File: src/rtl/mtep_pkg.sv
package mtep_pkg;

  localparam int unsigned DELTA_W      = 28;
  localparam int unsigned TEMPO_W      = 24;
  localparam int unsigned TPQ_W        = 15;
  localparam int unsigned LEN_W        = 32;
  localparam int unsigned CFG_DATA_W   = 32;
  localparam int unsigned DIVIDEND_W   = TEMPO_W + 1;
  localparam int unsigned DIV_STEPS    = DIVIDEND_W;
  localparam int unsigned QUEUE_DEPTH  = 2;

  localparam logic [TPQ_W-1:0] TPQ_RESET = 15'd96;
  localparam logic [LEN_W-1:0] LEN_RESET = 32'd0;

  localparam logic REG_TICKS_PER_QUARTER = 1'b0;
  localparam logic REG_TRACK_LENGTH      = 1'b1;

  localparam logic [7:0] STATUS_META    = 8'hFF;
  localparam logic [7:0] META_COPYRIGHT = 8'h02;
  localparam logic [7:0] META_NAME      = 8'h03;
  localparam logic [7:0] META_CH_PREFIX = 8'h20;
  localparam logic [7:0] META_END       = 8'h2F;
  localparam logic [7:0] META_TEMPO     = 8'h51;
  localparam logic [7:0] META_TIME_SIG  = 8'h58;
  localparam logic [7:0] META_KEY_SIG   = 8'h59;
  localparam logic [7:0] META_SEQ_SPEC  = 8'h7F;
  localparam logic [7:0] PREFIX_SKIP    = 8'd2;

  localparam logic [3:0] NIB_NOTE_OFF = 4'h8;
  localparam logic [3:0] NIB_NOTE_ON  = 4'h9;
  localparam logic [3:0] NIB_CONTROL  = 4'hB;
  localparam logic [3:0] NIB_PROGRAM  = 4'hC;
  localparam logic [3:0] NIB_BEND     = 4'hE;

  typedef enum logic [2:0] {
    KIND_NOTE_OFF = 3'd0,
    KIND_NOTE_ON  = 3'd1,
    KIND_CONTROL  = 3'd2,
    KIND_PROGRAM  = 3'd3,
    KIND_BEND     = 3'd4,
    KIND_TEMPO    = 3'd5,
    KIND_END      = 3'd6,
    KIND_ERROR    = 3'd7
  } event_kind_e;

  typedef enum logic [3:0] {
    PH_DELTA_FIRST = 4'd0,
    PH_DELTA_MORE  = 4'd1,
    PH_STATUS      = 4'd2,
    PH_DATA1       = 4'd3,
    PH_DATA2       = 4'd4,
    PH_META_TYPE   = 4'd5,
    PH_META_LEN    = 4'd6,
    PH_SKIP        = 4'd7,
    PH_TEMPO_LEN   = 4'd8,
    PH_TEMPO_HI    = 4'd9,
    PH_TEMPO_MID   = 4'd10,
    PH_TEMPO_LO    = 4'd11
  } parse_phase_e;

  typedef enum logic {
    BK_IDLE = 1'b0,
    BK_DIV  = 1'b1
  } back_state_e;

  typedef struct packed {
    event_kind_e          kind;
    logic [DELTA_W-1:0]   delta;
    logic [3:0]           channel;
    logic [7:0]           data_first;
    logic [7:0]           data_second;
    logic [TEMPO_W-1:0]   tempo;
  } evt_t;

  typedef struct packed {
    logic full;
    logic empty;
  } queue_status_t;

  function automatic logic chan_ok(input logic [7:0] status);
    logic ok;
    case (status[7:4])
      NIB_NOTE_OFF, NIB_NOTE_ON, NIB_CONTROL, NIB_PROGRAM, NIB_BEND: ok = 1'b1;
      default: ok = 1'b0;
    endcase
    return ok;
  endfunction

  function automatic event_kind_e chan_kind(input logic [7:0] status);
    event_kind_e k;
    case (status[7:4])
      NIB_NOTE_OFF: k = KIND_NOTE_OFF;
      NIB_NOTE_ON:  k = KIND_NOTE_ON;
      NIB_CONTROL:  k = KIND_CONTROL;
      NIB_PROGRAM:  k = KIND_PROGRAM;
      NIB_BEND:     k = KIND_BEND;
      default:      k = KIND_ERROR;
    endcase
    return k;
  endfunction

endpackage

File: src/rtl/mtep_front.sv
module mtep_front (
  input  logic                        clk_i,
  input  logic                        rst_ni,
  input  logic                        accept_i,
  input  logic [7:0]                  track_byte_i,
  input  logic [mtep_pkg::LEN_W-1:0]  track_length_i,
  output logic                        push_o,
  output mtep_pkg::evt_t              push_evt_o
);

  mtep_pkg::parse_phase_e           phase_q, phase_d;
  logic [mtep_pkg::DELTA_W-1:0]     delta_q, delta_d;
  logic [7:0]                       running_q, running_d;
  logic [7:0]                       cur_q, cur_d;
  logic [7:0]                       first_q, first_d;
  logic [7:0]                       skip_q, skip_d;
  logic [mtep_pkg::TEMPO_W-1:0]     tempo_q, tempo_d;
  logic [mtep_pkg::LEN_W-1:0]       count_q, count_d;
  logic                             stopped_q, stopped_d;

  logic                             take_data1;
  logic [7:0]                       status_sel;
  logic [7:0]                       b;

  assign b = track_byte_i;

  always_ff @(posedge clk_i or negedge rst_ni) begin
    if (!rst_ni) begin
      phase_q   <= mtep_pkg::PH_DELTA_FIRST;
      delta_q   <= '0;
      running_q <= '0;
      cur_q     <= '0;
      first_q   <= '0;
      skip_q    <= '0;
      tempo_q   <= '0;
      count_q   <= '0;
      stopped_q <= 1'b0;
    end else begin
      phase_q   <= phase_d;
      delta_q   <= delta_d;
      running_q <= running_d;
      cur_q     <= cur_d;
      first_q   <= first_d;
      skip_q    <= skip_d;
      tempo_q   <= tempo_d;
      count_q   <= count_d;
      stopped_q <= stopped_d;
    end
  end

  always_comb begin
    phase_d    = phase_q;
    delta_d    = delta_q;
    running_d  = running_q;
    cur_d      = cur_q;
    first_d    = first_q;
    skip_d     = skip_q;
    tempo_d    = tempo_q;
    count_d    = count_q;
    stopped_d  = stopped_q;
    take_data1 = 1'b0;
    status_sel = cur_q;

    push_o                 = 1'b0;
    push_evt_o.kind        = mtep_pkg::KIND_ERROR;
    push_evt_o.delta       = delta_q;
    push_evt_o.channel     = '0;
    push_evt_o.data_first  = '0;
    push_evt_o.data_second = '0;
    push_evt_o.tempo       = '0;

    if (accept_i && !stopped_q) begin
      if (count_q >= track_length_i) begin
        // out of track bytes: clean end only between events
        stopped_d = 1'b1;
        push_o    = 1'b1;
        push_evt_o.kind = (phase_q == mtep_pkg::PH_DELTA_FIRST) ? mtep_pkg::KIND_END
                                                                : mtep_pkg::KIND_ERROR;
      end else begin
        count_d = count_q + 32'd1;
        case (phase_q)
          mtep_pkg::PH_DELTA_FIRST, mtep_pkg::PH_DELTA_MORE: begin
            delta_d = {delta_q[mtep_pkg::DELTA_W-8:0], b[6:0]};
            phase_d = b[7] ? mtep_pkg::PH_DELTA_MORE : mtep_pkg::PH_STATUS;
          end
          mtep_pkg::PH_STATUS: begin
            if (b == mtep_pkg::STATUS_META) begin
              phase_d = mtep_pkg::PH_META_TYPE;
            end else if (b[7]) begin
              if (!mtep_pkg::chan_ok(b)) begin
                stopped_d = 1'b1;
                push_o    = 1'b1;
              end else begin
                cur_d   = b;
                phase_d = mtep_pkg::PH_DATA1;
              end
            end else if (!mtep_pkg::chan_ok(running_q)) begin
              stopped_d = 1'b1;
              push_o    = 1'b1;
            end else begin
              // running status: this byte is already the first data byte
              cur_d      = running_q;
              status_sel = running_q;
              take_data1 = 1'b1;
            end
          end
          mtep_pkg::PH_DATA1: begin
            take_data1 = 1'b1;
          end
          mtep_pkg::PH_DATA2: begin
            push_o                 = 1'b1;
            push_evt_o.kind        = mtep_pkg::chan_kind(cur_q);
            push_evt_o.channel     = cur_q[3:0];
            push_evt_o.data_first  = first_q;
            push_evt_o.data_second = b;
            running_d              = cur_q;
            phase_d                = mtep_pkg::PH_DELTA_FIRST;
            delta_d                = '0;
          end
          mtep_pkg::PH_META_TYPE: begin
            case (b) inside
              mtep_pkg::META_COPYRIGHT, mtep_pkg::META_NAME, mtep_pkg::META_TIME_SIG,
              mtep_pkg::META_KEY_SIG, mtep_pkg::META_SEQ_SPEC: begin
                phase_d = mtep_pkg::PH_META_LEN;
              end
              mtep_pkg::META_CH_PREFIX: begin
                skip_d  = mtep_pkg::PREFIX_SKIP;
                phase_d = mtep_pkg::PH_SKIP;
              end
              mtep_pkg::META_END: begin
                stopped_d       = 1'b1;
                push_o          = 1'b1;
                push_evt_o.kind = mtep_pkg::KIND_END;
              end
              mtep_pkg::META_TEMPO: begin
                phase_d = mtep_pkg::PH_TEMPO_LEN;
              end
              default: begin
                stopped_d = 1'b1;
                push_o    = 1'b1;
              end
            endcase
          end
          mtep_pkg::PH_META_LEN: begin
            skip_d = b;
            if (b == 8'd0) begin
              phase_d = mtep_pkg::PH_DELTA_FIRST;
              delta_d = '0;
            end else begin
              phase_d = mtep_pkg::PH_SKIP;
            end
          end
          mtep_pkg::PH_SKIP: begin
            skip_d = skip_q - 8'd1;
            if (skip_q == 8'd1) begin
              phase_d = mtep_pkg::PH_DELTA_FIRST;
              delta_d = '0;
            end
          end
          mtep_pkg::PH_TEMPO_LEN: begin
            tempo_d = '0;
            phase_d = mtep_pkg::PH_TEMPO_HI;
          end
          mtep_pkg::PH_TEMPO_HI: begin
            tempo_d = {tempo_q[mtep_pkg::TEMPO_W-9:0], b};
            phase_d = mtep_pkg::PH_TEMPO_MID;
          end
          mtep_pkg::PH_TEMPO_MID: begin
            tempo_d = {tempo_q[mtep_pkg::TEMPO_W-9:0], b};
            phase_d = mtep_pkg::PH_TEMPO_LO;
          end
          mtep_pkg::PH_TEMPO_LO: begin
            tempo_d          = {tempo_q[mtep_pkg::TEMPO_W-9:0], b};
            push_o           = 1'b1;
            push_evt_o.kind  = mtep_pkg::KIND_TEMPO;
            push_evt_o.tempo = {tempo_q[mtep_pkg::TEMPO_W-9:0], b};
            phase_d          = mtep_pkg::PH_DELTA_FIRST;
            delta_d          = '0;
          end
          default: begin
            phase_d = mtep_pkg::PH_DELTA_FIRST;
            delta_d = '0;
          end
        endcase

        if (take_data1) begin
          first_d = b;
          if (mtep_pkg::chan_kind(status_sel) == mtep_pkg::KIND_PROGRAM) begin
            push_o                 = 1'b1;
            push_evt_o.kind        = mtep_pkg::KIND_PROGRAM;
            push_evt_o.channel     = status_sel[3:0];
            push_evt_o.data_first  = b;
            push_evt_o.data_second = '0;
            running_d              = status_sel;
            phase_d                = mtep_pkg::PH_DELTA_FIRST;
            delta_d                = '0;
          end else begin
            phase_d = mtep_pkg::PH_DATA2;
          end
        end
      end
    end
  end

endmodule

File: src/rtl/mtep_queue.sv
module mtep_queue #(
  parameter int unsigned Depth = mtep_pkg::QUEUE_DEPTH
) (
  input  logic                    clk_i,
  input  logic                    rst_ni,
  input  logic                    push_i,
  input  mtep_pkg::evt_t          push_evt_i,
  input  logic                    pop_i,
  output mtep_pkg::evt_t          head_o,
  output mtep_pkg::queue_status_t status_o
);

  localparam int unsigned AW = (Depth > 1) ? $clog2(Depth) : 1;
  localparam int unsigned CW = $clog2(Depth + 1);
  localparam logic [AW-1:0] LAST = AW'(Depth - 1);

  mtep_pkg::evt_t  slot_q [Depth];
  logic [AW-1:0]   wr_q, wr_d;
  logic [AW-1:0]   rd_q, rd_d;
  logic [CW-1:0]   cnt_q, cnt_d;
  logic            do_push, do_pop;

  assign status_o.full  = (cnt_q == CW'(Depth));
  assign status_o.empty = (cnt_q == '0);
  assign do_push        = push_i && !status_o.full;
  assign do_pop         = pop_i && !status_o.empty;
  assign head_o         = slot_q[rd_q];

  always_comb begin
    wr_d  = wr_q;
    rd_d  = rd_q;
    cnt_d = cnt_q;
    if (do_push) begin
      wr_d = (wr_q == LAST) ? '0 : wr_q + AW'(1);
    end
    if (do_pop) begin
      rd_d = (rd_q == LAST) ? '0 : rd_q + AW'(1);
    end
    case ({do_push, do_pop})
      2'b10:   cnt_d = cnt_q + CW'(1);
      2'b01:   cnt_d = cnt_q - CW'(1);
      default: cnt_d = cnt_q;
    endcase
  end

  always_ff @(posedge clk_i or negedge rst_ni) begin
    if (!rst_ni) begin
      wr_q  <= '0;
      rd_q  <= '0;
      cnt_q <= '0;
    end else begin
      wr_q  <= wr_d;
      rd_q  <= rd_d;
      cnt_q <= cnt_d;
    end
  end

  always_ff @(posedge clk_i) begin
    if (do_push) begin
      slot_q[wr_q] <= push_evt_i;
    end
  end

endmodule

File: src/rtl/mtep_back.sv
module mtep_back (
  input  logic                        clk_i,
  input  logic                        rst_ni,
  input  mtep_pkg::evt_t              head_i,
  input  mtep_pkg::queue_status_t     queue_i,
  output logic                        pop_o,
  input  logic [mtep_pkg::TPQ_W-1:0]  ticks_per_quarter_i,
  output logic                        out_valid_o,
  input  logic                        out_stall_i,
  output mtep_pkg::evt_t              out_evt_o,
  output logic [mtep_pkg::TEMPO_W-1:0] out_upt_o
);

  localparam int unsigned NW = mtep_pkg::DIVIDEND_W;
  localparam int unsigned DW = mtep_pkg::TPQ_W;
  localparam int unsigned SW = $clog2(mtep_pkg::DIV_STEPS + 1);

  mtep_pkg::back_state_e  state_q, state_d;
  logic                   out_valid_q, out_valid_d;
  mtep_pkg::evt_t         out_evt_q, out_evt_d;
  logic [mtep_pkg::TEMPO_W-1:0] out_upt_q, out_upt_d;
  mtep_pkg::evt_t         hold_q, hold_d;
  logic [NW-1:0]          num_q, num_d;
  logic [DW-1:0]          rem_q, rem_d;
  logic [DW-1:0]          div_q, div_d;
  logic [SW-1:0]          step_q, step_d;

  logic                   out_free;
  logic [DW-1:0]          divisor;
  logic [DW:0]            trial;
  logic [DW:0]            diff;
  logic                   ge;

  assign out_free    = !out_valid_q || !out_stall_i;
  assign out_valid_o = out_valid_q;
  assign out_evt_o   = out_evt_q;
  assign out_upt_o   = out_upt_q;

  assign divisor = (ticks_per_quarter_i == '0) ? DW'(1) : ticks_per_quarter_i;
  assign trial   = {rem_q, num_q[NW-1]};
  assign diff    = trial - {1'b0, div_q};
  assign ge      = (trial >= {1'b0, div_q});

  always_comb begin
    state_d     = state_q;
    out_valid_d = out_valid_q;
    out_evt_d   = out_evt_q;
    out_upt_d   = out_upt_q;
    hold_d      = hold_q;
    num_d       = num_q;
    rem_d       = rem_q;
    div_d       = div_q;
    step_d      = step_q;
    pop_o       = 1'b0;

    if (out_valid_q && !out_stall_i) begin
      out_valid_d = 1'b0;
    end

    case (state_q)
      mtep_pkg::BK_IDLE: begin
        if (!queue_i.empty) begin
          if (head_i.kind == mtep_pkg::KIND_TEMPO) begin
            // bias by a quarter of the divisor, then divide
            pop_o   = 1'b1;
            hold_d  = head_i;
            div_d   = divisor;
            num_d   = {1'b0, head_i.tempo} + NW'(divisor >> 2);
            rem_d   = '0;
            step_d  = SW'(mtep_pkg::DIV_STEPS);
            state_d = mtep_pkg::BK_DIV;
          end else if (out_free) begin
            pop_o       = 1'b1;
            out_valid_d = 1'b1;
            out_evt_d   = head_i;
            out_upt_d   = '0;
          end
        end
      end
      mtep_pkg::BK_DIV: begin
        if (step_q != '0) begin
          // one restoring quotient bit per cycle
          rem_d  = ge ? diff[DW-1:0] : trial[DW-1:0];
          num_d  = {num_q[NW-2:0], ge};
          step_d = step_q - SW'(1);
        end else if (out_free) begin
          out_valid_d = 1'b1;
          out_evt_d   = hold_q;
          out_upt_d   = num_q[mtep_pkg::TEMPO_W-1:0];
          state_d     = mtep_pkg::BK_IDLE;
        end
      end
      default: begin
        state_d = mtep_pkg::BK_IDLE;
      end
    endcase
  end

  always_ff @(posedge clk_i or negedge rst_ni) begin
    if (!rst_ni) begin
      state_q     <= mtep_pkg::BK_IDLE;
      out_valid_q <= 1'b0;
      step_q      <= '0;
    end else begin
      state_q     <= state_d;
      out_valid_q <= out_valid_d;
      step_q      <= step_d;
    end
  end

  always_ff @(posedge clk_i) begin
    out_evt_q <= out_evt_d;
    out_upt_q <= out_upt_d;
    hold_q    <= hold_d;
    num_q     <= num_d;
    rem_q     <= rem_d;
    div_q     <= div_d;
  end

endmodule

File: src/rtl/midi_track_event_parser_unit.sv
// Takes one track byte per cycle while the event queue has room.
// After its last byte a result passes through the event queue and then the output register;
// tempo events also go through the bit-serial divider (one quotient bit a cycle).
// Throughput: one byte per cycle; input stalls only when the queue is full,
// which happens while a tempo division or output stall holds the back end.
// Reset (async, active low) clears parser, queue and output valid; ppq -> 96, length -> 0.
module midi_track_event_parser_unit #(
  parameter int unsigned QueueDepth = mtep_pkg::QUEUE_DEPTH
) (
  input  logic                              clk_i,
  input  logic                              rst_ni,
  input  logic                              cfg_we_i,
  input  logic                              cfg_index_i,
  input  logic [mtep_pkg::CFG_DATA_W-1:0]   cfg_data_i,
  input  logic                              track_valid_i,
  output logic                              track_stall_o,
  input  logic [7:0]                        track_byte_i,
  output logic                              event_valid_o,
  input  logic                              event_stall_i,
  output logic [2:0]                        event_kind_o,
  output logic [mtep_pkg::DELTA_W-1:0]      delta_ticks_o,
  output logic [3:0]                        channel_o,
  output logic [7:0]                        data_first_o,
  output logic [7:0]                        data_second_o,
  output logic [mtep_pkg::TEMPO_W-1:0]      tempo_us_o,
  output logic [mtep_pkg::TEMPO_W-1:0]      us_per_tick_o
);

  logic [mtep_pkg::TPQ_W-1:0]  tpq_q;
  logic [mtep_pkg::LEN_W-1:0]  len_q;

  logic                        accept;
  logic                        push;
  logic                        pop;
  mtep_pkg::evt_t              push_evt;
  mtep_pkg::evt_t              head;
  mtep_pkg::evt_t              out_evt;
  mtep_pkg::queue_status_t     qstat;

  always_ff @(posedge clk_i or negedge rst_ni) begin
    if (!rst_ni) begin
      tpq_q <= mtep_pkg::TPQ_RESET;
      len_q <= mtep_pkg::LEN_RESET;
    end else if (cfg_we_i) begin
      case (cfg_index_i)
        mtep_pkg::REG_TICKS_PER_QUARTER: tpq_q <= cfg_data_i[mtep_pkg::TPQ_W-1:0];
        mtep_pkg::REG_TRACK_LENGTH:      len_q <= cfg_data_i[mtep_pkg::LEN_W-1:0];
        default: ;
      endcase
    end
  end

  assign track_stall_o = qstat.full;
  assign accept        = track_valid_i && !track_stall_o;

  mtep_front u_front (
    .clk_i          (clk_i),
    .rst_ni         (rst_ni),
    .accept_i       (accept),
    .track_byte_i   (track_byte_i),
    .track_length_i (len_q),
    .push_o         (push),
    .push_evt_o     (push_evt)
  );

  mtep_queue #(
    .Depth (QueueDepth)
  ) u_queue (
    .clk_i      (clk_i),
    .rst_ni     (rst_ni),
    .push_i     (push),
    .push_evt_i (push_evt),
    .pop_i      (pop),
    .head_o     (head),
    .status_o   (qstat)
  );

  mtep_back u_back (
    .clk_i               (clk_i),
    .rst_ni              (rst_ni),
    .head_i              (head),
    .queue_i             (qstat),
    .pop_o               (pop),
    .ticks_per_quarter_i (tpq_q),
    .out_valid_o         (event_valid_o),
    .out_stall_i         (event_stall_i),
    .out_evt_o           (out_evt),
    .out_upt_o           (us_per_tick_o)
  );

  assign event_kind_o  = out_evt.kind;
  assign delta_ticks_o = out_evt.delta;
  assign channel_o     = out_evt.channel;
  assign data_first_o  = out_evt.data_first;
  assign data_second_o = out_evt.data_second;
  assign tempo_us_o    = out_evt.tempo;

endmodule

File: config.mk
export PLATFORM = sky130hd
export DESIGN_NAME = midi_track_event_parser_unit
export DESIGN_NICKNAME = d
export VERILOG_FILES = /design/src/rtl/mtep_pkg.sv /design/src/rtl/mtep_front.sv /design/src/rtl/mtep_queue.sv /design/src/rtl/mtep_back.sv /design/src/rtl/midi_track_event_parser_unit.sv
export SDC_FILE = /design/constraint.sdc
export NUM_CORES = 1
export LEC_CHECK = 0
export ABC_AREA = 1
export ABC_CLOCK_PERIOD_IN_PS = 5700
export BUFFER_PORTS_ARGS = -buffer_cell sky130_fd_sc_hd__buf_2
export CELL_PAD_IN_SITES_DETAIL_PLACEMENT = 0
export CELL_PAD_IN_SITES_GLOBAL_PLACEMENT = 2
export CORE_UTILIZATION = 36
export DETAILED_ROUTE_END_ITERATION = 7
export PLACE_DENSITY = 0.84
export SLEW_MARGIN = 0
export SYNTH_ARGS = -nofsm -noshare
export SYNTH_HDL_FRONTEND = slang
export SYNTH_SLANG_ARGS = --single-unit
File: constraint.sdc
create_clock -name clk_i -period 5.7 [get_ports clk_i]
set_input_delay 1.14 -clock clk_i [delete_from_list [all_inputs] [get_ports clk_i]]
set_output_delay 1.14 -clock clk_i [all_outputs]
set_load 0.01 [all_outputs]
# Word level (Yosys, flattened, before mapping)
# Memory sizes are Yosys's and may differ from the RTL's.
# Index checks and enable logic that the tools add are counted.
classes:
  add_sub_neg: 9
  order_cmp: 2
  eq_ne: 68
  muxes: 140
  bitwise_logic: 5
  n_reduce_logical: 39
ops:
  columns: ["cell", "n"]
  rows:
  - ["2-to-1 mux 75 bit", 5]
  - ["case mux 75 bit (2 select lines)", 1]
  - ["2-to-1 mux 24 bit", 6]
  - ["2-to-1 mux 28 bit", 4]
  - ["case mux 28 bit (4 select lines)", 1]
  - ["2-to-1 mux 8 bit", 13]
  - ["equality test 4 bit, second input constant", 24]
  - ["2-to-1 mux 44 bit", 2]
  - ["2-to-1 mux 15 bit", 5]
  - ["2-to-1 mux 25 bit", 3]
  - ["2-to-1 mux 20 bit", 3]
  - ["2-to-1 mux 1 bit", 57]
  - ["case mux 25 bit (2 select lines)", 1]
  - ["case mux 24 bit (2 select lines)", 1]
  - ["2-to-1 mux 4 bit", 9]
  - ["case mux 4 bit (9 select lines)", 1]
  - ["2-to-1 mux 3 bit", 11]
  - ["adder 32 x 1 -> 32 bit, second input constant", 1]
  - ["equality test 8 x 7 -> 1 bit, second input constant", 4]
  - [">= comparator 32 bit", 1]
  - ["case mux 16 bit (2 select lines)", 1]
  - ["case mux 15 bit (2 select lines)", 1]
  - ["case mux 3 bit (5 select lines)", 2]
  - ["adder 24 x 13 -> 25 bit", 1]
  - ["other kinds (54)", 105]
totals:
  regBits: 400
  mem_bits_rw: 150
  in_bits: 46
  memories: 1
memory_table:
  columns: ["memory", "depth", "word_bits", "rd", "rd_ports_with_merged_regs", "wr", "line", "source"]
  rows:
  - ["u_queue.slot_q", 2, 75, 1, 0, 1, "mtep_queue.sv:17", "mtep_pkg::evt_t slot_q [Depth];"]

# Longest topological paths before layout
# Gate-level depths: netlist of the first run.
logic_depth:
  depth_word: 27
  mapped_depth: 19

# Cells and area by module
# Synthesis of the first run repeated with hierarchy kept, for this count alone.
unflattened:
  hier_cells: 2940
  hier_area_um2: 26630.5
by_module_without_submodules:
  columns: ["mod", "instances", "cells_each", "area_each_um2", "seq_area_each_um2"]
  rows:
  - ["mtep_back", 1, 1122, 11100.6, 7051.8]
  - ["mtep_front", 1, 1186, 7952.6, 2827.7]
  - ["mtep_queue", 1, 425, 5706.7, 4604.4]
  - ["midi_track_event_parser_unit", 1, 207, 1870.5, 1178.6]

# Worst setup path before layout of the first run
# No wires, ideal clock.
synth_path:
  kind: "input port to flip-flop"
  startpoint: "in event_stall_i"
  endpoint: "reg u_back.out_evt_q, in the netlist u_back.out_evt_o[0], enable pin"
  setup_ns: 0.557
  arrival_time_ns: 5.381
  required_time_ns: 5.143
  setup_slack_ns: -0.238
  stages: 3
  path_cell_list: "nand2_1 > inv_1 > nor2_1"
synth_via:
  elab_chain_cells: 4
synth_lines:
  columns: ["element", "line", "source"]
  rows:
  - ["start: declaration", "midi_track_event_parser_unit.sv:19", "input logic event_stall_i,"]
  - ["zero test 1 bit *", "mtep_back.sv:34", "assign out_free = !out_valid_q || !out_stall_i;"]
  - ["logical OR 1 bit *", "mtep_back.sv:34", null]
  - ["inequality test 2 bit (no source line) / inequality test 2 x 1 -> 1 bit (equally long branches)", null, null]
  - ["AND reduction 5 bit (no source line) *", null, null]
  - ["end signal: assignment", "mtep_back.sv:112", "out_evt_q <= out_evt_d;"]
  - ["end: declaration", "mtep_back.sv:20", "mtep_pkg::evt_t out_evt_q, out_evt_d;"]
# Every way passes the cells marked *; elsewhere a longest branch is shown, timed or not.
# A chain may end at the register's enable or synchronous reset.

# Final worst setup path of the first run
layout_path:
  startpoint: "reg u_back.state_q"
  endpoint: "reg u_back.out_evt_q, in the netlist u_back.out_evt_o[44], enable pin"
layout_via:
  elab_chain_cells: 3
layout_lines:
  columns: ["element", "line", "source"]
  rows:
  - ["start: declaration", "mtep_back.sv:18", "mtep_pkg::back_state_e state_q, state_d;"]
  - ["start signal: assignment", "mtep_back.sv:101", "state_q <= mtep_pkg::BK_IDLE;"]
  - ["start signal: assignment", "mtep_back.sv:105", "state_q <= state_d;"]
  - ["inverter 1 bit (no source line)", null, null]
  - ["inequality test 2 x 1 -> 1 bit (no source line) / inequality test 2 bit (equally long branches)", null, null]
  - ["AND reduction 5 bit (no source line) *", null, null]
# Marked as above.

==> reports/results.txt, run 1 <==
Most used DFF post-synth - edfxtp_1
Root Driver - clkbuf_16
Share of layout cells above drive strength 1 - 0.133
Port Buf Inserts - 146
CTS tree - built
Type of origin of the critical path - flip-flop
Area Growth Syn to Fin - 14.1%
Crit. End Element - flip-flop
Tot Pwr - 13.9 mW
Worst Slack Setup Final - 1.89 ns
Post_cts resized - 0
R2r endpoint - u_back.out_evt_o[44]
Final design utilization - 0.414
Final cell count without fillers - 3622
Min-Delay Endpoint - u_front.running_q[3]
Dpl cell area - 27000 sq um
Max clock buf depth - 3
Rows - 97
Fmax - 263 MHz
Core box area - 70000 sq um
Design Area, Final - 29000 sq um
Worst slew pin tran - 1.19 ns
Count leader, synth - nand2_1
Max-cap violation count - 0
Critical path arrival - 4.07 ns
Die Wd - 268 um
Critical Path Max Stage Delay - 1.04 ns
Seq/Total Area, Yosys - 0.616
# hold bufs at CTS - 0
Area contributors post-synth - edfxtp_1, dfrtp_1, nand2_1
Synth top area share - 0.447
Final hold violations - 0
TritonCTS Buffers - 60
Initial antenna violation count - 1
Crit path kind - flip-flop to flip-flop
Pre-CTS WS - 1.73 ns
Avg Synthesized Cell Area - 10.1 sq um
Post-DRT Antenna Nets - 0
Synthesized Nets - 2627
FF+latch count, synth - 550
Worst Path Required - 5.96 ns
Grt ovf - 0
Final Max Slew Viols - 0
Initial core utilization - 0.363
Placer Congestion - 0.857
CP Max Fanout - 93
Vias in the first global route - 17100
Worst hold path depth - 2
All-Layer GR Usage - 0.172
Largest net degree at the start of global routing - 109
# IOs - 147
DRT iter0 DRCs - 1185
H-tree depth - 2
Vias - 17600
Synth Instances - 2513
Ys Warns - 0
Synth cell count leaders - nand2_1, edfxtp_1, inv_1
PD cells - 479 nW/um^2
DR vias/cell - 4.85
Number of setup buffers added after CTS - 0
R2R cell count - 5
Crit-path cells - inv_2 > nor2_1 > a21oi_1 > nor2_4 > buf_4
Ant diodes - 0
Drt drc - 0
Cells after DPL - 3508
Unrepaired setup endpoints after global routing - false
Final #Nets - 2744
Clock Sinks - 550
Slowest CP cell - dfrtp_4
WL final - 61.3 mm
Lkg Pwr - 12.2 nW
Synth unique cells - 50
Peak supply drop - 0.255 mV
Final setup viols - 0
R2R setup slack - 1.89 ns
1st-pass router iterations - 5
Clk_lat worst skew - 0.65 ns
Global-route wire length before repair - 97.1 mm
Hold_ws - 0.481 ns
Number of flops mapped to enable cells by yosys - 379
Crit share post-route - 0.668
Setup TNS - 0 ns
Die Span Y - 268 um
DP HPWL - 42.0 mm
Max-Slew Margin vs Limit - 0.201
Clock Skew - 0.0482 ns
Final worst path period need - 3.81 ns
CTS clk-pin slew, worst paths - 0.06 ns
Total Die Area - 71700 sq um
Outcome - completed
Hold Path Class - flip-flop to flip-flop
HP Start - u_front.running_q[3]
Async set or reset register ratio after synthesis - 0.311
Routed WL per cell - 16.9 um
Area of the mapped netlist - 25400 sq um
Leading area contributor after synthesis - edfxtp_1
Crit Reg-Reg Startpoint - u_back.state_q
how the worst max path moves through the flow:
stage / start / to / slack (ns) / cells after the start
finish: u_back.state_q / u_back.out_evt_o[44] / 1.89 / 5
global route: u_back.state_q / u_back.out_evt_o[37] / 1.57 / 5
CTS: u_back.state_q / u_back.out_evt_o[67] / 1.73 / 5
detailed placement: track_byte_i[7] / u_queue.slot_q[0][47] / 1.73 / 14
global placement: track_byte_i[7] / u_queue.slot_q[0][52] / 1.81 / 14
floorplan: track_byte_i[4] / u_queue.slot_q[1][0] / 0.04 / 10
flip-flops by register name, indices dropped and copies added, names as in the netlist, 2 cells and up:
| register | flops |
|---|---|
| u_queue.slot_q | 150 |
| u_back.hold_q | 75 |
| u_back.out_evt_o | 75 |
| len_q | 32 |
| u_front.count_q | 32 |
| u_front.delta_q | 28 |
| u_back.num_q | 25 |
| u_back.out_upt_o | 24 |
| u_front.tempo_q | 16 |
| tpq_q | 15 |
| u_back.div_q | 15 |
| u_back.rem_q | 15 |
| u_front.cur_q | 8 |
| u_front.first_q | 8 |
| u_front.running_q | 8 |
| u_front.skip_q | 8 |
| u_back.step_q | 5 |
| u_front.phase_q | 4 |
| u_queue.cnt_q | 2 |
cell type report:
| class | instances | area [sq um] |
|---|---|---|
| timing repair buffer | 159 | 872 |
| inverter | 288 | 1080 |
| fill | 6755 | 41000 |
| tap | 940 | 1180 |
| clock buffer | 85 | 1700 |
| sequential | 550 | 15700 |
| multi-input combinational | 1571 | 8210 |
| clock inverter | 29 | 323 |
critical path, delay by kind of cell, from the launching register on:
kind | cells | cell delay (ns)
buffers and inverters | 2 | 1.45
AOI/OAI and AO/OA | 1 | 0.12
DFF | 1 | 1.04
and+or+nand+nor | 2 | 0.62
kinds of logic (layout without fill, tap and decap cells):
group	Yosys count	count (layout)	share of synthesized area
and+or+nand+nor	1028	1028	0.170
xor gates and xnor gates	32	32	0.0110
muxes	61	61	0.0270
AOI/OAI and AO/OA	382	382	0.0799
buffers and inverters	392	561	0.0626
DFF	550	550	0.616
adders and majority gates	68	68	0.0340
cell usage in the layout, fill, tap and decap left out, types with 6 or more instances in the layout:
cell type	Yosys	routed
xor2_1	21	21
nand3b_1	7	7
nand2_2	5	6
nand2_1	626	625
mux2_2	60	60
clkbuf_16	0	61
xnor2_1	11	11
clkinv_1	3	9
clkinv_2	0	10
inv_2	5	7
dfrtp_1	169	167
o21ai_1	20	20
nor2_4	5	8
ha_1	66	66
nor3_1	60	60
nor2_1	158	156
o211ai_1	7	7
o22ai_1	6	6
a21oi_1	90	90
edfxtp_1	379	379
nand3_1	111	111
clkbuf_1	52	16
buf_4	13	10
inv_1	280	278
buf_2	27	145
clkbuf_8	0	8
o21ai_0	224	224
nand4_1	31	31
nor4_1	6	6
metal layers:
metal  track usage  up-vias  wire (um)
met5             0        -         13
met1         0.248     8387      29600
met2         0.269      388      27600
met4        0.0419        2       1190
li1              -     8696          -
met3        0.0293       82       2860
power by group:
part           leakage [nW]  total, mW  switching [mW]  internal [mW]
Clock                 0.986       3.93            1.62           2.31
Sequential             5.58       5.98           0.534           5.44
Combinational          5.61       4.00            2.69           1.31
Total                  12.2       13.9            4.85           9.06
(Power assumes the default switching activity.)
==> inputs of run 2 (changes only) <==
- ABC_AREA: 1 -> 0
- ABC_CLOCK_PERIOD_IN_PS: 5700 -> 3800
- CORE_UTILIZATION: 36 -> 43
- PLACE_DENSITY: 0.84 -> 0.87
- clock period: 5.7 -> 3.8 ns (I/O delays scaled with it)
==> run 2 against run 1 <==
Net effect: clock power grew 38%; sequential power grew 45%; final cell count fell by 23%; clock skew is 0.028 ns lower; power grew 42%; fmax rose by 3.9%; synthesized cell count shrank 26%; sequential cell count is the same; first-iteration DRC count fell by 14%; combinational power is 40% higher; synthesized area is 1.8% lower; setup slack got worse by 1.8 ns.
==> reports/results.txt, run 2 <==
CP Max Fanout - 13 (-86%)
Hold Path Class - input pin to asynchronous set/reset pin
Cells after DPL - 2702 (-23%)
Synthesized Nets - 1967 (-25%)
Max-Slew Margin vs Limit - 0.386 (+0.185)
Worst Path Required - 4.13 ns (-1.83 ns)
Lkg Pwr - 11.1 nW (-8.9%)
Clk_lat worst skew - 0.61 ns (-0.04 ns)
Number of setup buffers added after CTS - 0 (unchanged)
Net Sw Frac - 0.316 (-0.0322)
Post_cts resized - 0 (unchanged)
Max clock buf depth - 3 (unchanged)
Final Max Slew Viols - 0 (unchanged)
Peak supply drop - 0.389 mV (+52%)
Commonest non-fill, non-tap cell in the layout - edfxtp_1
Clock Sinks - 550 (unchanged)
Leading area contributor after synthesis - edfxtp_1
Final cell count without fillers - 2807 (-23%)
Seq/Total Area, Yosys - 0.627 (+0.0115)
Switching power - 6.24 mW (+29%)
Final setup viols - 0 (unchanged)
Clock Skew - 0.0204 ns (-0.0278 ns)
Rows - 87 (-10%)
CTS tree - built
Unrepaired setup endpoints after global routing - false
Final worst path period need - 3.67 ns (-0.142 ns)
Area of the mapped netlist - 25000 sq um (-1.8%)
DP HPWL - 37.5 mm (-11%)
Most frequent cells in the layout - edfxtp_1, mux2_2, dfrtp_1
Launch point of the worst path - u_queue.rd_q
1st-pass router iterations - 5 (unchanged)
Number of flops mapped to enable cells by yosys - 379 (unchanged)
Initial antenna violation count - 0 (-1)
Critical path arrival - 4.00 ns (-0.07 ns)
Max FFs per register - 150 (unchanged)
Crit. End Element - flip-flop
TritonCTS Buffers - 56 (-6.7%)
Synth top area share - 0.456 (+0.00838)
Vias in the first global route - 15300 (-10%)
Synth Instances - 1853 (-26%)
Synth cell count leaders - edfxtp_1, mux2_2, dfrtp_1
CTS clk-pin slew, worst paths - 0.06 ns (about the same)
Crit share post-route - 0.965 (+0.297)
FF+latch count, synth - 550 (unchanged)
Root Driver - clkbuf_16
Pre-CTS WS - 0.167 ns (-1.57 ns)
Placer Congestion - 0.872 (+1.7%)
R2R setup slack - 0.13 ns (-1.76 ns)
Type of origin of the critical path - flip-flop
Final #Nets - 2118 (-23%)
Ant diodes - 0 (unchanged)
Crit Reg-Reg Startpoint - u_queue.rd_q
Crit path kind - flip-flop to flip-flop
Count leader, synth - edfxtp_1
Ys Warns - 0 (unchanged)
PD cells - 690 nW/um^2 (+44%)
Drt drc - 0 (unchanged)
# IOs - 147 (unchanged)
Max-cap violation count - 0 (unchanged)
Worst Slack Setup Final - 0.133 ns (-1.76 ns)
Core box area - 56900 sq um (-19%)
Port Buf Inserts - 146 (unchanged)
Global-route wire length before repair - 89.0 mm (-8.3%)
Async set or reset register ratio after synthesis - 0.311 (unchanged)
All-Layer GR Usage - 0.190 (+0.0175)
# hold bufs at CTS - 0 (unchanged)
Gate power share - 0.284 (-0.003)
Vias - 15300 (-13%)
Die Wd - 243 um (-9.3%)
Int Pwr - 13.5 mW (+49%)
Final hold violations - 0 (unchanged)
Part of the power in the clock network - 0.274 (-0.009)
Routed WL per cell - 19.9 um (+17%)
Reg power frac - 0.441 (+0.011)
DR vias/cell - 5.46 (+13%)
Worst slew pin tran - 0.921 ns (-0.273 ns)
Initial core utilization - 0.439 (+0.0754)
Most used DFF post-synth - edfxtp_1
Outcome - completed
Total Die Area - 59000 sq um (-18%)
Post-DRT Antenna Nets - 0 (unchanged)
Most flops, register - u_queue.slot_q
Area contributors post-synth - edfxtp_1, dfrtp_1, mux2_2
Synth unique cells - 86 (+72%)
DRT iter0 DRCs - 1021 (-14%)
Setup TNS - 0 ns (unchanged)
Fmax - 273 MHz (+3.9%)
Die Span Y - 243 um (-9.3%)
Avg Synthesized Cell Area - 13.5 sq um (+33%)
Grt ovf - 0 (unchanged)
Largest net degree at the start of global routing - 66 (-39%)
Area Growth Syn to Fin - 14.4%
Fillers - 4848 (-28%)
WL final - 55.8 mm (-9.0%)
H-tree depth - 2 (unchanged)
Share of layout cells above drive strength 1 - 0.261 (+0.129)
run 2: cell type report:
cell class                 count  area [sq um]  area share
clock buffer                  82          1600      0.0560
timing repair buffer         195          1190      0.0417
tap                          756           946      0.0331
multi-input combinational   1111          8600       0.301
sequential                   550         15700       0.548
inverter                      90           344      0.0120
clock inverter                23           221     0.00775
run 2: logic make-up after synthesis:
kind of cell,share of synthesized area
xor gates and xnor gates,0.0189
DFF,0.627
buffers and inverters,0.0302
and+or+nand+nor,0.100
AOI/OAI and AO/OA,0.0864
muxes,0.102
adders and majority gates,0.0347
run 2: stage by stage:
stage / utilization / instance area (sq um) / hold slack, ns / power (mW)
floorplan: - / 25000 / 0.431 / 12.6
global placement: 0.470 / 26700 / 0.448 / 14.3
detailed placement: 0.470 / 26700 / 0.452 / 14.4
CTS: 0.502 / 28600 / 0.143 / 19.9
global route: 0.502 / 28600 / 0.169 / 20.8
finish: 0.502 / 28600 / 0.143 / 19.7
run 2: per-layer routing:
layer	wire length, um	vias up	track usage
met5	0	-	0
met4	1350	0	0.0553
met3	2420	91	0.0299
met2	26200	329	0.301
met1	25800	7627	0.269
li1	-	7270	-
run 2: worst paths after layout:
| path | endpoint | cells past startpoint |
|---|---|---|
| setup / recovery | u_back.num_q[19] | 9 |
| hold / removal | len_q[19] | 1 |
| setup reg to reg | u_back.num_q[19] | 9 |
| hold reg to reg | u_back.div_q[1] | 0 |
| max in group asynchronous | tpq_q[6] | 2 |
| min in group clk_i | len_q[31] | 2 |
run 2: worst max-delay path, cell delays in order, from the launching register on:
cell       delay (ns)
dfrtp_2          0.55
mux2_2           0.41
ha_1             0.32
a211o_1          0.30
o2111ai_1        0.15
a211oi_1         0.19
nor4b_1          0.51
nor2_1           0.24
nor4b_1          0.20
or4_1            0.53
run 2: power groups by stage:
stage / registers, mW / clock network [mW] / logic, mW
after global routing: 8.84 / 5.77 / 6.19
after CTS: 8.71 / 5.55 / 5.66
after global placement: 8.76 / 0 / 5.53
final: 8.70 / 5.41 / 5.61
after floorplan: 8.82 / 0 / 3.78
after detailed placement: 8.82 / 0 / 5.62
==> inputs of run 3 (changes only) <==
--- a/config.mk
+++ b/config.mk
@@ -11,9 +11,10 @@
 export CELL_PAD_IN_SITES_DETAIL_PLACEMENT = 0
 export CELL_PAD_IN_SITES_GLOBAL_PLACEMENT = 2
-export CORE_UTILIZATION = 43
+export CORE_UTILIZATION = 44
 export DETAILED_ROUTE_END_ITERATION = 7
-export PLACE_DENSITY = 0.87
+export PLACE_DENSITY = 0.88
 export SLEW_MARGIN = 0
 export SYNTH_ARGS = -nofsm -noshare
 export SYNTH_HDL_FRONTEND = slang
+export SYNTH_HIERARCHICAL = 1
 export SYNTH_SLANG_ARGS = --single-unit
==> constraint.sdc (replaced) <==
create_clock -name clk_i -period 3.8 [get_ports clk_i]
set_input_delay 0 -clock clk_i [delete_from_list [all_inputs] [get_ports clk_i]]
set_output_delay 0 -clock clk_i [all_outputs]
set_load 0.01 [all_outputs]
==> run 3 against run 2 <==
Net effect: final cell count is 2.0% lower; wire length fell by 6.5%; sequential share of layout area shrank 0.19 points; worst hold slack got worse by 0.14 ns; critical endpoint is now u_queue/slot_q[1][23]; largest power group unchanged.
==> reports/results.txt, run 3 <==
Outcome - completed
Total Die Area - 57000 sq um (-3.4%)
Synth Instances - 1753 (-5.4%)
Max-cap violation count - 0 (unchanged)
Reg power frac - 0.430 (-0.011)
Share of layout cells above drive strength 1 - 0.257 (-0.00472)
Area contributors post-synth - edfxtp_1, dfrtp_1, mux2_2
Worst slew pin tran - 1.02 ns (+0.0948 ns)
Gate power share - 0.297 (+0.013)
Routed WL per cell - 18.9 um (-4.6%)
Fmax - 294 MHz (+7.6%)
1st-pass router iterations - 6 (+1)
Die Wd - 239 um (-1.7%)
Crit path kind - flip-flop to flip-flop
Area Growth Syn to Fin - 16.2%
Crit. End Element - flip-flop
R2R cell count - 10 (+1)
CTS clk-pin slew, worst paths - 0.06 ns (about the same)
Final Max Slew Viols - 0 (unchanged)
CP Max Fanout - 75 (+62)
Max-Slew Margin vs Limit - 0.323 (-0.0632)
Final hold violations - 0 (unchanged)
# hold bufs at CTS - 56 (+56)
PD cells - 708 nW/um^2 (+2.5%)
Final setup viols - 0 (unchanged)
Net Sw Frac - 0.316 (-0.000686)
# IOs - 147 (unchanged)
R2R setup slack - 0.39 ns (+0.26 ns)
Vias in the first global route - 14700 (-4.0%)
H-tree depth - 2 (unchanged)
Synthesized Nets - 1867 (-5.1%)
Number of setup buffers added after CTS - 0 (unchanged)
Unrepaired setup endpoints after global routing - false
Seq/Total Area, Yosys - 0.635 (+0.00763)
Most flops, register - u_queue/slot_q
Type of origin of the critical path - flip-flop
Max clock buf depth - 3 (unchanged)
Leading area contributor after synthesis - edfxtp_1
Final worst path period need - 3.41 ns (-0.260 ns)
Area of the mapped netlist - 24700 sq um (-1.2%)
Synth cell count leaders - edfxtp_1, dfrtp_1, mux2_2
Avg Synthesized Cell Area - 14.1 sq um (+4.4%)
All-Layer GR Usage - 0.185 (-0.00482)
Most frequent cells in the layout - edfxtp_1, dfrtp_1, mux2_2
Initial core utilization - 0.447 (+0.00831)
Post-DRT Antenna Nets - 0 (unchanged)
Hold Path Class - input pin to asynchronous set/reset pin
Most used DFF post-synth - edfxtp_1
Number of flops mapped to enable cells by yosys - 379 (unchanged)
TritonCTS Buffers - 54 (-3.6%)
Core box area - 55200 sq um (-3.0%)
DP HPWL - 34.1 mm (-9.1%)
Ant diodes - 0 (unchanged)
Ys Warns - 6 (+6)
Fillers - 4566 (-5.8%)
Switching power - 6.41 mW (+2.7%)
Synth top area share - 0.461 (+0.00555)
Initial antenna violation count - 0 (unchanged)
Part of the power in the clock network - 0.273 (about the same)
Worst Path Required - 4.04 ns (-0.09 ns)
Count leader, synth - edfxtp_1
Setup TNS - 0 ns (unchanged)
R2r endpoint - u_queue/slot_q[1][23]
Clock Sinks - 550 (unchanged)
Rows - 86 (-1.1%)
Worst Slack Setup Final - 0.393 ns (+0.260 ns)
Pre-CTS WS - 0.404 ns (+0.236 ns)
Clk_lat worst skew - 0.61 ns (about the same)
Final #Nets - 2071 (-2.2%)
Synth unique cells - 98 (+14%)
Clock Skew - 0.0190 ns (-0.00143 ns)
Int Pwr - 13.9 mW (+3.0%)
DR vias/cell - 5.36 (-1.9%)
Drt drc - 0 (unchanged)
Vias - 14700 (-3.8%)
WL final - 52.1 mm (-6.5%)
Peak supply drop - 0.411 mV (+5.7%)
Global-route wire length before repair - 83.0 mm (-6.8%)
Max FFs per register - 150 (unchanged)
Root Driver - clkbuf_16
Critical path arrival - 3.65 ns (-0.35 ns)
Port Buf Inserts - 146 (unchanged)
FF+latch count, synth - 550 (unchanged)
Placer Congestion - 0.838 (-3.9%)
Commonest non-fill, non-tap cell in the layout - edfxtp_1
Post_cts resized - 0 (unchanged)
Crit Reg-Reg Startpoint - u_front/count_q[9]
Grt ovf - 0 (unchanged)
CTS tree - built
Lkg Pwr - 11.6 nW (+4.5%)
Largest net degree at the start of global routing - 100 (+52%)
Async set or reset register ratio after synthesis - 0.311 (unchanged)
Die Span Y - 239 um (-1.7%)
DRT iter0 DRCs - 953 (-6.7%)
Crit share post-route - 0.897 (-0.0685)
-- run 3: cell type report --
class	count	area [sq um]	share of cell area
Inverter	86	327	0.0114
Sequential cell	550	15700	0.546
Multi-Input combinational cell	1032	8270	0.288
Clock inverter	34	365	0.0127
Tap cell	748	936	0.0326
Timing Repair Buffer	233	1610	0.0560
Clock buffer	68	1500	0.0523
-- run 3: power by group through the flow --
stage	Combinational, mW	Clock, mW	Sequential, mW
2_1_floorplan	4.42	0	8.72
3_3_place_gp	5.90	0	8.80
3_5_place_dp	6.00	0	8.85
4_1_cts	6.10	5.69	8.73
5_1_grt	6.66	5.93	8.85
6_report	6.04	5.53	8.73
-- run 3: critical path, cell delays in order (launching register included) --
cell,delay [ns]
dfrtp_1,0.46
ha_1,0.33
nand4_1,0.10
or4_1,0.48
o32a_1,0.30
a21o_1,0.25
nor2b_4,0.17
o311a_1,0.14
a21oi_1,0.18
and3_2,0.22
buf_12,0.38
-- run 3: cell families (layout without fill, tap and decap cells) --
family / count (synthesis) / after routing / share of synthesized area
AO/OA/AOI/OAI: 300 / 300 / 0.0864
XOR/XNOR: 68 / 68 / 0.0241
buffers and inverters: 171 / 421 / 0.0316
AND/OR/NAND/NOR: 381 / 381 / 0.0827
flip-flops: 550 / 550 / 0.635
multiplexers: 215 / 215 / 0.105
adder cells (fa/ha/maj): 68 / 68 / 0.0351
-- run 3: worst max-delay path by stage --
stage,startpoint,endpoint,cells past startpoint,slack (ns)
CTS,u_front/count_q[9],u_queue/slot_q[1][23],10,0.39
detailed placement,u_front/count_q[9],u_queue/slot_q[1][62],10,0.40
floorplan,u_front/count_q[9],u_queue/slot_q[0][0],10,-0.08
finish,u_front/count_q[9],u_queue/slot_q[1][23],10,0.39
global route,u_front/count_q[10],u_queue/slot_q[0][10],11,0.21
global placement,u_front/count_q[9],u_queue/slot_q[1][34],10,0.45
-- run 3: metrics by stage --
stage	std cells	utilization	total power [mW]	hold slack, ns	instance area (sq um)
after floorplan	1753	-	13.1	-0.296	24700
after global placement	2593	0.476	14.7	0.0895	26200
after detailed placement	2593	0.476	14.8	0.107	26200
after CTS	2751	0.519	20.5	0.0314	28700
after global routing	2751	0.519	21.4	0.0699	28700
final	2751	0.519	20.3	0.00345	28700
-- run 3: routing by layer --
layer | wire length [um] | global-route usage | vias to the layer above
met5 | 0 | 0 | -
met4 | 1110 | 0.0526 | 0
met3 | 2140 | 0.0283 | 73
met2 | 24800 | 0.298 | 347
met1 | 24100 | 0.259 | 7344
li1 | - | - | 6968
